--- src/rtl/core/fpri_pkg.sv ---
// ============================================================================
// fpri_pkg
// Shared types and constants for the reordering drop-tail descriptor queue.
// ============================================================================
package fpri_pkg;

    localparam int BYTES_W = 16;
    localparam int OUT_HANDLE_W = 16;
    localparam int CFG_DATA_W = 32;
    localparam int CFG_INDEX_W = 2;
    localparam int CNT_W = 8;

    // Opcodes of an input item.
    localparam logic OP_ENQUEUE = 1'b0;
    localparam logic OP_DEQUEUE = 1'b1;

    // Result status codes.
    localparam logic [1:0] ST_ENQUEUED = 2'd0;
    localparam logic [1:0] ST_DROPPED = 2'd1;
    localparam logic [1:0] ST_DEQUEUED = 2'd2;
    localparam logic [1:0] ST_EMPTY = 2'd3;

    // Configuration register indexes.
    localparam logic [CFG_INDEX_W-1:0] CFG_LIMIT_IN_BYTES = 2'd0;
    localparam logic [CFG_INDEX_W-1:0] CFG_QUEUE_LIMIT = 2'd1;
    localparam logic [CFG_INDEX_W-1:0] CFG_REORDER_DEPTH = 2'd2;
    localparam logic [CFG_INDEX_W-1:0] CFG_IN_SEQ_LENGTH = 2'd3;

    // Configuration reset values.
    localparam logic RST_LIMIT_IN_BYTES = 1'b0;
    localparam logic [31:0] RST_QUEUE_LIMIT = 32'd100;
    localparam logic [CNT_W-1:0] RST_REORDER_DEPTH = 8'd5;
    localparam logic [CNT_W-1:0] RST_IN_SEQ_LENGTH = 8'd3;

    typedef struct packed {
        logic             limit_in_bytes;
        logic [31:0]      queue_limit;
        logic [CNT_W-1:0] reorder_depth;
        logic [CNT_W-1:0] in_sequence_length;
    } cfg_t;

    typedef struct packed {
        logic [1:0]              status;
        logic [OUT_HANDLE_W-1:0] handle;
        logic [BYTES_W-1:0]      bytes;
        logic                    was_held;
    } res_t;

endpackage

--- src/rtl/core/fpri_desc_ram.sv ---
// ============================================================================
// fpri_desc_ram
// Single-port descriptor memory with a registered read port.
// ============================================================================
module fpri_desc_ram #(
    parameter int DEPTH = 128,
    parameter int WIDTH = 32
) (
    input  logic                     clk,
    input  logic                     we,
    input  logic [$clog2(DEPTH)-1:0] addr,
    input  logic [WIDTH-1:0]         wdata,
    output logic [WIDTH-1:0]         rdata
);

    logic [WIDTH-1:0] mem [DEPTH];
    logic [WIDTH-1:0] rdata_reg;

    always_ff @(posedge clk)
    begin
        if (we)
        begin
            mem[addr] <= wdata;
        end
        rdata_reg <= mem[addr];
    end

    assign rdata = rdata_reg;

endmodule

--- src/rtl/core/fpri_cfg_regs.sv ---
// ============================================================================
// fpri_cfg_regs
// Configuration register file written through its own valid/ready channel.
// ============================================================================
module fpri_cfg_regs (
    input  logic                             clk,
    input  logic                             rst_n,
    input  logic                             cfg_valid,
    output logic                             cfg_ready,
    input  logic [fpri_pkg::CFG_INDEX_W-1:0] cfg_index,
    input  logic [fpri_pkg::CFG_DATA_W-1:0]  cfg_data,
    output fpri_pkg::cfg_t                   cfg
);
    import fpri_pkg::*;

    cfg_t cfg_reg;

    assign cfg_ready = 1'b1;

    always_ff @(posedge clk or negedge rst_n)
    begin
        if (!rst_n)
        begin
            cfg_reg.limit_in_bytes <= RST_LIMIT_IN_BYTES;
            cfg_reg.queue_limit <= RST_QUEUE_LIMIT;
            cfg_reg.reorder_depth <= RST_REORDER_DEPTH;
            cfg_reg.in_sequence_length <= RST_IN_SEQ_LENGTH;
        end
        else if (cfg_valid)
        begin
            unique case (cfg_index)
                CFG_LIMIT_IN_BYTES: cfg_reg.limit_in_bytes <= cfg_data[0];
                CFG_QUEUE_LIMIT:    cfg_reg.queue_limit <= cfg_data[31:0];
                CFG_REORDER_DEPTH:  cfg_reg.reorder_depth <= cfg_data[CNT_W-1:0];
                CFG_IN_SEQ_LENGTH:  cfg_reg.in_sequence_length <= cfg_data[CNT_W-1:0];
            endcase
        end
    end

    assign cfg = cfg_reg;

endmodule

--- src/rtl/core/fpri_queue_ctrl.sv ---
// ============================================================================
// fpri_queue_ctrl
// Sequencer for admission, hold and release; drives the descriptor memory.
// ============================================================================
module fpri_queue_ctrl #(
    parameter int FIFO_DEPTH = 128,
    parameter int HANDLE_BITS = 16
) (
    input  logic                                      clk,
    input  logic                                      rst_n,
    input  logic                                      in_valid,
    output logic                                      in_ready,
    input  logic                                      opcode,
    input  logic [15:0]                               packet_handle,
    input  logic [fpri_pkg::BYTES_W-1:0]              packet_bytes,
    input  fpri_pkg::cfg_t                            cfg,
    output logic                                      mem_we,
    output logic [$clog2(FIFO_DEPTH)-1:0]             mem_addr,
    output logic [HANDLE_BITS+fpri_pkg::BYTES_W-1:0]  mem_wdata,
    input  logic [HANDLE_BITS+fpri_pkg::BYTES_W-1:0]  mem_rdata,
    output fpri_pkg::res_t                            res,
    output logic                                      res_valid,
    input  logic                                      res_ready
);
    import fpri_pkg::*;

    localparam int AW = $clog2(FIFO_DEPTH);
    localparam int CW = $clog2(FIFO_DEPTH + 1);
    localparam int EW = HANDLE_BITS + BYTES_W;
    localparam logic [AW-1:0] LAST_PTR = AW'(FIFO_DEPTH - 1);
    localparam logic [CW-1:0] DEPTH_CNT = CW'(FIFO_DEPTH);

    typedef enum logic [3:0] {
        S_IDLE    = 4'b0001,
        S_HOLD_RD = 4'b0010,
        S_POP_RD  = 4'b0100,
        S_DONE    = 4'b1000
    } state_t;

    state_t           state_reg, state_next;
    logic [AW-1:0]    head_reg, head_next;
    logic [AW-1:0]    tail_reg, tail_next;
    logic [CW-1:0]    count_reg, count_next;
    logic [31:0]      byte_total_reg, byte_total_next;
    logic             held_valid_reg, held_valid_next;
    logic [EW-1:0]    held_entry_reg, held_entry_next;
    logic [CNT_W-1:0] bypass_reg, bypass_next;
    logic [CNT_W-1:0] in_order_reg, in_order_next;
    res_t             res_reg, res_next;

    res_t                 fin_res;
    logic                 fin_valid;
    logic                 accept;
    logic                 drop;
    logic [32:0]          byte_sum;
    logic [HANDLE_BITS-1:0] rd_handle;
    logic [BYTES_W-1:0]   rd_bytes;
    logic [HANDLE_BITS-1:0] held_handle;
    logic [BYTES_W-1:0]   held_bytes;
    logic [AW-1:0]        head_inc;
    logic [AW-1:0]        tail_inc;

    assign in_ready = (state_reg == S_IDLE);
    assign accept = in_valid && in_ready;

    assign rd_handle = mem_rdata[EW-1:BYTES_W];
    assign rd_bytes = mem_rdata[BYTES_W-1:0];
    assign held_handle = held_entry_reg[EW-1:BYTES_W];
    assign held_bytes = held_entry_reg[BYTES_W-1:0];

    assign head_inc = (head_reg == LAST_PTR) ? '0 : head_reg + 1'b1;
    assign tail_inc = (tail_reg == LAST_PTR) ? '0 : tail_reg + 1'b1;

    assign byte_sum = {1'b0, byte_total_reg} + 33'(packet_bytes);
    assign drop = (count_reg == DEPTH_CNT)
               || (!cfg.limit_in_bytes && (32'(count_reg) >= cfg.queue_limit))
               || (cfg.limit_in_bytes && (byte_sum >= {1'b0, cfg.queue_limit}));

    // Only one item is in flight, so a write never meets a pending read of
    // the same entry and the memory needs no forwarding path.
    always_comb
    begin
        state_next = state_reg;
        head_next = head_reg;
        tail_next = tail_reg;
        count_next = count_reg;
        byte_total_next = byte_total_reg;
        held_valid_next = held_valid_reg;
        held_entry_next = held_entry_reg;
        bypass_next = bypass_reg;
        in_order_next = in_order_reg;
        res_next = res_reg;
        mem_we = 1'b0;
        mem_addr = head_reg;
        mem_wdata = {HANDLE_BITS'(packet_handle), packet_bytes};
        fin_valid = 1'b0;
        fin_res = '0;

        unique case (state_reg)
            S_IDLE:
            begin
                if (accept)
                begin
                    if (opcode == OP_ENQUEUE)
                    begin
                        fin_valid = 1'b1;
                        if (drop)
                        begin
                            fin_res.status = ST_DROPPED;
                        end
                        else
                        begin
                            fin_res.status = ST_ENQUEUED;
                            mem_we = 1'b1;
                            mem_addr = tail_reg;
                            tail_next = tail_inc;
                            count_next = count_reg + 1'b1;
                            byte_total_next = byte_total_reg + 32'(packet_bytes);
                        end
                    end
                    else if (count_reg == '0)
                    begin
                        fin_valid = 1'b1;
                        fin_res.status = ST_EMPTY;
                    end
                    else if (held_valid_reg && (bypass_reg == cfg.reorder_depth))
                    begin
                        fin_valid = 1'b1;
                        fin_res.status = ST_DEQUEUED;
                        fin_res.handle = OUT_HANDLE_W'(held_handle);
                        fin_res.bytes = held_bytes;
                        fin_res.was_held = 1'b1;
                        held_valid_next = 1'b0;
                        byte_total_next = byte_total_reg - 32'(held_bytes);
                        bypass_next = '0;
                        in_order_next = '0;
                    end
                    else
                    begin
                        // Read the front entry; it arrives in the next cycle.
                        head_next = head_inc;
                        count_next = count_reg - 1'b1;
                        if (!held_valid_reg && (in_order_reg == cfg.in_sequence_length))
                        begin
                            bypass_next = '0;
                            in_order_next = '0;
                            state_next = S_HOLD_RD;
                        end
                        else
                        begin
                            state_next = S_POP_RD;
                        end
                    end
                end
            end

            S_HOLD_RD:
            begin
                held_entry_next = mem_rdata;
                if (count_reg == '0)
                begin
                    // Nothing left behind the held packet: release it at once.
                    fin_valid = 1'b1;
                    fin_res.status = ST_DEQUEUED;
                    fin_res.handle = OUT_HANDLE_W'(rd_handle);
                    fin_res.bytes = rd_bytes;
                    fin_res.was_held = 1'b1;
                    byte_total_next = byte_total_reg - 32'(rd_bytes);
                end
                else
                begin
                    held_valid_next = 1'b1;
                    head_next = head_inc;
                    count_next = count_reg - 1'b1;
                    state_next = S_POP_RD;
                end
            end

            S_POP_RD:
            begin
                fin_valid = 1'b1;
                fin_res.status = ST_DEQUEUED;
                fin_res.handle = OUT_HANDLE_W'(rd_handle);
                fin_res.bytes = rd_bytes;
                byte_total_next = byte_total_reg - 32'(rd_bytes);
                if (held_valid_reg)
                begin
                    bypass_next = bypass_reg + 1'b1;
                end
                else
                begin
                    in_order_next = in_order_reg + 1'b1;
                end
            end

            S_DONE:
            begin
                if (res_ready)
                begin
                    state_next = S_IDLE;
                end
            end

            default:
            begin
                state_next = S_IDLE;
            end
        endcase

        // A finished item goes straight to the output stage when it has room;
        // otherwise it parks here until the stage frees up.
        if (fin_valid)
        begin
            if (res_ready)
            begin
                state_next = S_IDLE;
            end
            else
            begin
                res_next = fin_res;
                state_next = S_DONE;
            end
        end
    end

    assign res_valid = (state_reg == S_DONE) || fin_valid;
    assign res = (state_reg == S_DONE) ? res_reg : fin_res;

    always_ff @(posedge clk or negedge rst_n)
    begin
        if (!rst_n)
        begin
            state_reg <= S_IDLE;
            head_reg <= '0;
            tail_reg <= '0;
            count_reg <= '0;
            byte_total_reg <= '0;
            held_valid_reg <= 1'b0;
            bypass_reg <= '0;
            in_order_reg <= '0;
        end
        else
        begin
            state_reg <= state_next;
            head_reg <= head_next;
            tail_reg <= tail_next;
            count_reg <= count_next;
            byte_total_reg <= byte_total_next;
            held_valid_reg <= held_valid_next;
            bypass_reg <= bypass_next;
            in_order_reg <= in_order_next;
        end
    end

    always_ff @(posedge clk)
    begin
        held_entry_reg <= held_entry_next;
        res_reg <= res_next;
    end

endmodule

--- src/rtl/core/fpri_out_stage.sv ---
// ============================================================================
// fpri_out_stage
// Output register that decouples the result channel from the sequencer.
// ============================================================================
module fpri_out_stage (
    input  logic                                  clk,
    input  logic                                  rst_n,
    input  fpri_pkg::res_t                        res,
    input  logic                                  res_valid,
    output logic                                  res_ready,
    output logic                                  out_valid,
    input  logic                                  out_ready,
    output logic [1:0]                            status,
    output logic [fpri_pkg::OUT_HANDLE_W-1:0]     out_handle,
    output logic [fpri_pkg::BYTES_W-1:0]          out_bytes,
    output logic                                  out_was_held
);
    import fpri_pkg::*;

    logic out_valid_reg;
    res_t data_reg;

    assign res_ready = !out_valid_reg || out_ready;

    always_ff @(posedge clk or negedge rst_n)
    begin
        if (!rst_n)
        begin
            out_valid_reg <= 1'b0;
        end
        else if (res_ready)
        begin
            out_valid_reg <= res_valid;
        end
    end

    always_ff @(posedge clk)
    begin
        if (res_ready && res_valid)
        begin
            data_reg <= res;
        end
    end

    assign out_valid = out_valid_reg;
    assign status = data_reg.status;
    assign out_handle = data_reg.handle;
    assign out_bytes = data_reg.bytes;
    assign out_was_held = data_reg.was_held;

endmodule

--- src/rtl/core/fifo_packet_reorder_injector_unit.sv ---
// ============================================================================
// fifo_packet_reorder_injector_unit
// Path to the output register: an enqueue, an empty dequeue or a release of
// the held packet finishes in S_IDLE; a normal dequeue passes S_POP_RD, a hold
// that releases at once passes S_HOLD_RD, and a hold followed by a pop passes
// S_HOLD_RD then S_POP_RD (two reads). One item is in work at a time.
// Reset clears pointers, counters and hold state; memory contents are kept.
// ============================================================================
module fifo_packet_reorder_injector_unit #(
    parameter int FIFO_DEPTH = 128,
    parameter int HANDLE_BITS = 16
) (
    input  logic                                  clk,
    input  logic                                  rst_n,
    input  logic                                  in_valid,
    output logic                                  in_ready,
    input  logic                                  opcode,
    input  logic [15:0]                           packet_handle,
    input  logic [fpri_pkg::BYTES_W-1:0]          packet_bytes,
    output logic                                  out_valid,
    input  logic                                  out_ready,
    output logic [1:0]                            status,
    output logic [fpri_pkg::OUT_HANDLE_W-1:0]     out_handle,
    output logic [fpri_pkg::BYTES_W-1:0]          out_bytes,
    output logic                                  out_was_held,
    input  logic                                  cfg_valid,
    output logic                                  cfg_ready,
    input  logic [fpri_pkg::CFG_INDEX_W-1:0]      cfg_index,
    input  logic [fpri_pkg::CFG_DATA_W-1:0]       cfg_data
);
    import fpri_pkg::*;

    localparam int AW = $clog2(FIFO_DEPTH);
    localparam int EW = HANDLE_BITS + BYTES_W;

    cfg_t          cfg;
    res_t          res;
    logic          res_valid;
    logic          res_ready;
    logic          mem_we;
    logic [AW-1:0] mem_addr;
    logic [EW-1:0] mem_wdata;
    logic [EW-1:0] mem_rdata;

    fpri_cfg_regs u_cfg (
        .clk       (clk),
        .rst_n     (rst_n),
        .cfg_valid (cfg_valid),
        .cfg_ready (cfg_ready),
        .cfg_index (cfg_index),
        .cfg_data  (cfg_data),
        .cfg       (cfg)
    );

    fpri_desc_ram #(
        .DEPTH (FIFO_DEPTH),
        .WIDTH (EW)
    ) u_ram (
        .clk   (clk),
        .we    (mem_we),
        .addr  (mem_addr),
        .wdata (mem_wdata),
        .rdata (mem_rdata)
    );

    fpri_queue_ctrl #(
        .FIFO_DEPTH  (FIFO_DEPTH),
        .HANDLE_BITS (HANDLE_BITS)
    ) u_ctrl (
        .clk           (clk),
        .rst_n         (rst_n),
        .in_valid      (in_valid),
        .in_ready      (in_ready),
        .opcode        (opcode),
        .packet_handle (packet_handle),
        .packet_bytes  (packet_bytes),
        .cfg           (cfg),
        .mem_we        (mem_we),
        .mem_addr      (mem_addr),
        .mem_wdata     (mem_wdata),
        .mem_rdata     (mem_rdata),
        .res           (res),
        .res_valid     (res_valid),
        .res_ready     (res_ready)
    );

    fpri_out_stage u_out (
        .clk          (clk),
        .rst_n        (rst_n),
        .res          (res),
        .res_valid    (res_valid),
        .res_ready    (res_ready),
        .out_valid    (out_valid),
        .out_ready    (out_ready),
        .status       (status),
        .out_handle   (out_handle),
        .out_bytes    (out_bytes),
        .out_was_held (out_was_held)
    );

endmodule
--- config.mk ---
export PLATFORM = sky130hd
export DESIGN_NAME = fifo_packet_reorder_injector_unit
export DESIGN_NICKNAME = d
export VERILOG_FILES = /design/src/rtl/core/fpri_pkg.sv /design/src/rtl/core/fpri_desc_ram.sv /design/src/rtl/core/fpri_cfg_regs.sv /design/src/rtl/core/fpri_queue_ctrl.sv /design/src/rtl/core/fpri_out_stage.sv /design/src/rtl/core/fifo_packet_reorder_injector_unit.sv
export SDC_FILE = /design/constraint.sdc
export NUM_CORES = 2
export LEC_CHECK = 0
export BUFFER_PORTS_ARGS = -buffer_cell sky130_fd_sc_hd__buf_2
export CORE_UTILIZATION = 30
export DETAILED_ROUTE_END_ITERATION = 7
export HOLD_SLACK_MARGIN = 0.05
export PLACE_DENSITY = 0.43
export SYNTH_ARGS = -nofsm -noshare
export SYNTH_HDL_FRONTEND = slang
export SYNTH_SLANG_ARGS = --single-unit
--- constraint.sdc ---
create_clock -name clk -period 9 [get_ports clk]
set_input_delay 0.9 -clock clk [delete_from_list [all_inputs] [get_ports clk]]
set_output_delay 0.9 -clock clk [all_outputs]
set_load 0.02 [all_outputs]
==> flow_summary.yaml <==
timing:
  skew_ns: 0.142
  drv_slew: 0
  slew_headroom: 0.158
  max_freq_mhz: 115
  rsz0062_at_grt: "no"
  finalCritPeriodShare: 0.970
  tightest_slew_ns: 1.26
  min_period_ns: 8.73
  hold_viol: 0
  setup_viol: 0
global_route:
  grt_pass1_vias: 94718
  grt_pass1_wl_mm: 779
  grt.total_usage: 0.194
  antenna_found_initial: 82
  gr-total-overflow: 0
  grt_max_degree: 132
final_layout:
  final_util: 0.370
  final_layout_size_suffix_gt1_frac: 0.190
  largest_reg_flops: 4096
  layout_common_cells: "edfxtp_1, mux2i_1, o22ai_1"
  area_growth_pct: 22.6
  layout_commonest_cell: "edfxtp_1"
  fin_nets: 10936
synthesis:
  synth_cells: 9608
  ys_seq_area_frac: 0.765
  yosysWarnings: 0
  synth_area_um2: 170000
  syn_nets: 9777
  synth_edf_count: 4198
  synth-main-ff-cell: "edfxtp_1"
  synth_area_per_cell_um2: 17.7
  ys_seq_elements: 4355
  ys_types: 69
  synthArstFlopShare: 0.0287
cts:
  root_buffer: "clkbuf_16"
  cts_max_path_buffers: 4
  cts_setup_buffers: 0
  cts_tree: "done"
  cts-buffers-inserted: 469
  clk-insertion-delay-late_ns: 1.12
  htreeDepth: 5
  cts.clk_slew.worst_paths_ns: 0.06
  clock-sinks: 4355
worst_setup_path:
  cp.arrival_ns: 9.65
  crit_start: "u_ctrl.byte_total_reg[1]$_DFFE_PN0P_"
  max_stage_delay_ns: 0.92
  slowest_stage: "nor4_1"
  cp.required_ns: 9.92
  rr_startpoint: "u_ctrl.byte_total_reg[1]$_DFFE_PN0P_"
  crit_type: "register to register"
  timing.rr.end: "u_ram.rdata[19]$_DFF_P_"
  start_kind: "register"
  reg2regPathDepth: 33
  cp_max_fo: 12
  worst-path-buf-inv: 8
  reg2reg_setup_slack_ns: 0.27
  end_kind: "register"
  crit_family: "compound AO/OA/AOI/OAI gates"
drt:
  via_per_inst: 5.09
  wl_met3_mm: 31.1
  wl_mm: 571
  drt_iter0_drc: 9386
  postRouteAntennaNets: 0
  route.met2.wl_mm: 268
  drc: 0
  wl_met1_mm: 257
  vias: 95249
  wl_per_cell_um: 30.6
  top_layer: "met5"
  first_pass_iters: 5
power_and_ir_drop:
  p_leak_nw: 70.6
  power.total_w: 0.0624
  powerDensity_nw_per_um2: 300
  ir_worst_vdd_mv: 0.227
worst_hold_path:
  min_from: "cfg_data[3]"
  hp-class: "input port to register"
  hold_path_depth: 2
  min_to: "u_cfg.cfg[3]$_DFFE_PN0P_"
job:
  drv_cap: 0
die:
  die_y_um: 754
  dieArea_um2: 569000
  core-area_um2: 562000
  die_w_um: 754
  start_util: 0.302
  rows: 275
  io_pins: 110
place:
  portBuffers: 108
  gp_congestion: 0.837
  dp_hpwl_mm: 361
status:
  status: "completed"
==> power breakdown <==
part	internal, W	switching (W)
sequential	0.0227	0.000603
clock	0.0109	0.00820
combinational	0.00861	0.0115
total	0.0421	0.0203
==> per-layer routing <==
layer  up-vias  track usage
li1      41303            -
met1     50378        0.276
met2      2959        0.317
met3       601       0.0232
met4         8       0.0487
met5         -            0
==> cells in the mapped netlist, drive strengths merged (4+ instances only) <==
master   count  area share
o41ai       10     0.00052
buf        240      0.0085
a21o        55      0.0024
a211oi       4     0.00018
o31ai        5     0.00022
xnor2       66      0.0034
nor3b        8     0.00035
and2         7     0.00026
nand2      135      0.0030
dfstp        8      0.0012
nand3       40      0.0012
or3         13     0.00048
ha          95      0.0070
nand3b       4     0.00018
inv         61      0.0013
o22ai     1023       0.038
dfxtp       32      0.0038
a2111oi      4     0.00024
nor3        52      0.0015
o21a        15     0.00066
nand2b      18     0.00066
a21oi      208      0.0062
mux2        56      0.0037
nor2b       14     0.00052
nor2       189      0.0042
and4         5     0.00026
a31oi       11     0.00041
nand4       20     0.00074
nor4       274       0.010
edfxtp    4198        0.74
clkbuf     292      0.0065
o21ai       78      0.0023
and3        15     0.00055
mux2i     2049        0.12
a22o        32      0.0017
a21boi       5     0.00022
xor2        47      0.0024
dfrtp      117       0.017
o211ai      19     0.00084
or2         17     0.00063
or4         38      0.0017
o21bai       5     0.00022
==> worst max-delay path by stage <==
stage | endpoint | slack (ns) | cells after the start
4_1_cts | u_ram.rdata[16]$_DFF_P_ | 0.10 | 33
2_1_floorplan | u_ram.mem[117][0]$_DFFE_PP_ | 0.17 | 28
3_5_place_dp | u_ram.rdata[16]$_DFF_P_ | -0.36 | 34
6_report | u_ram.rdata[19]$_DFF_P_ | 0.27 | 33
3_3_place_gp | u_ram.rdata[16]$_DFF_P_ | -0.63 | 33
5_1_grt | u_ram.rdata[19]$_DFF_P_ | 0.01 | 33
==> worst register-to-register path, delay by kind of cell, from the launching register on <==
family / cells / cell delay (ns)
simple gates: 5 / 2.09
compound gates: 17 / 3.76
flops: 1 / 0.49
fa+ha+maj: 2 / 0.50
buf+inv: 8 / 1.66
xor+xnor: 1 / 0.14
==> area by class of cell <==
class,count,area (µm²)
diodes,50,125
clock buffers,584,12400
clock inverters,292,2820
fillers,52155,354000
inverters,61,229
multi-input cells,4660,38500
flip-flops and latches,4355,130000
well taps,7479,9360
repair buffers,1220,15000
==> through the flow <==
stage          cells  hold slack (ns)  TNS (ns)  area [µm²]  worst slack [ns]
6_report       18701            0.158         0      208000             0.272
5_1_grt        18686            0.106         0      208000            0.0106
4_1_cts        18651           0.0518         0      208000             0.104
3_5_place_dp   17750            0.481    -0.910      193000            -0.359
3_3_place_gp   17750            0.457     -4.62      193000            -0.629
2_1_floorplan   9608            0.409         0      170000             0.175
==> kinds of logic (layout without fill, tap and decap cells) <==
logic type / count (synthesis) / after routing / share of synthesized area
buffers and inverters: 593 / 2157 / 0.0164
AO/OA/AOI/OAI: 1490 / 1490 / 0.0546
multiplexers: 2105 / 2105 / 0.125
adder cells (fa/ha/maj): 97 / 97 / 0.00724
other: 1 / 51 / 0.0000221
AND/OR/NAND/NOR: 854 / 854 / 0.0266
flip-flops: 4355 / 4355 / 0.765
XOR/XNOR: 113 / 113 / 0.00583
==> what timing repair did <==
item / 4_1_cts / 5_1_grt
hold endpoints to repair: 78 / 0
setup endpoints to repair: 0 / 1
gates resized for setup: 0 / 1
hold buffers: 25 / 0
Power figures use the tool's default switching activity.
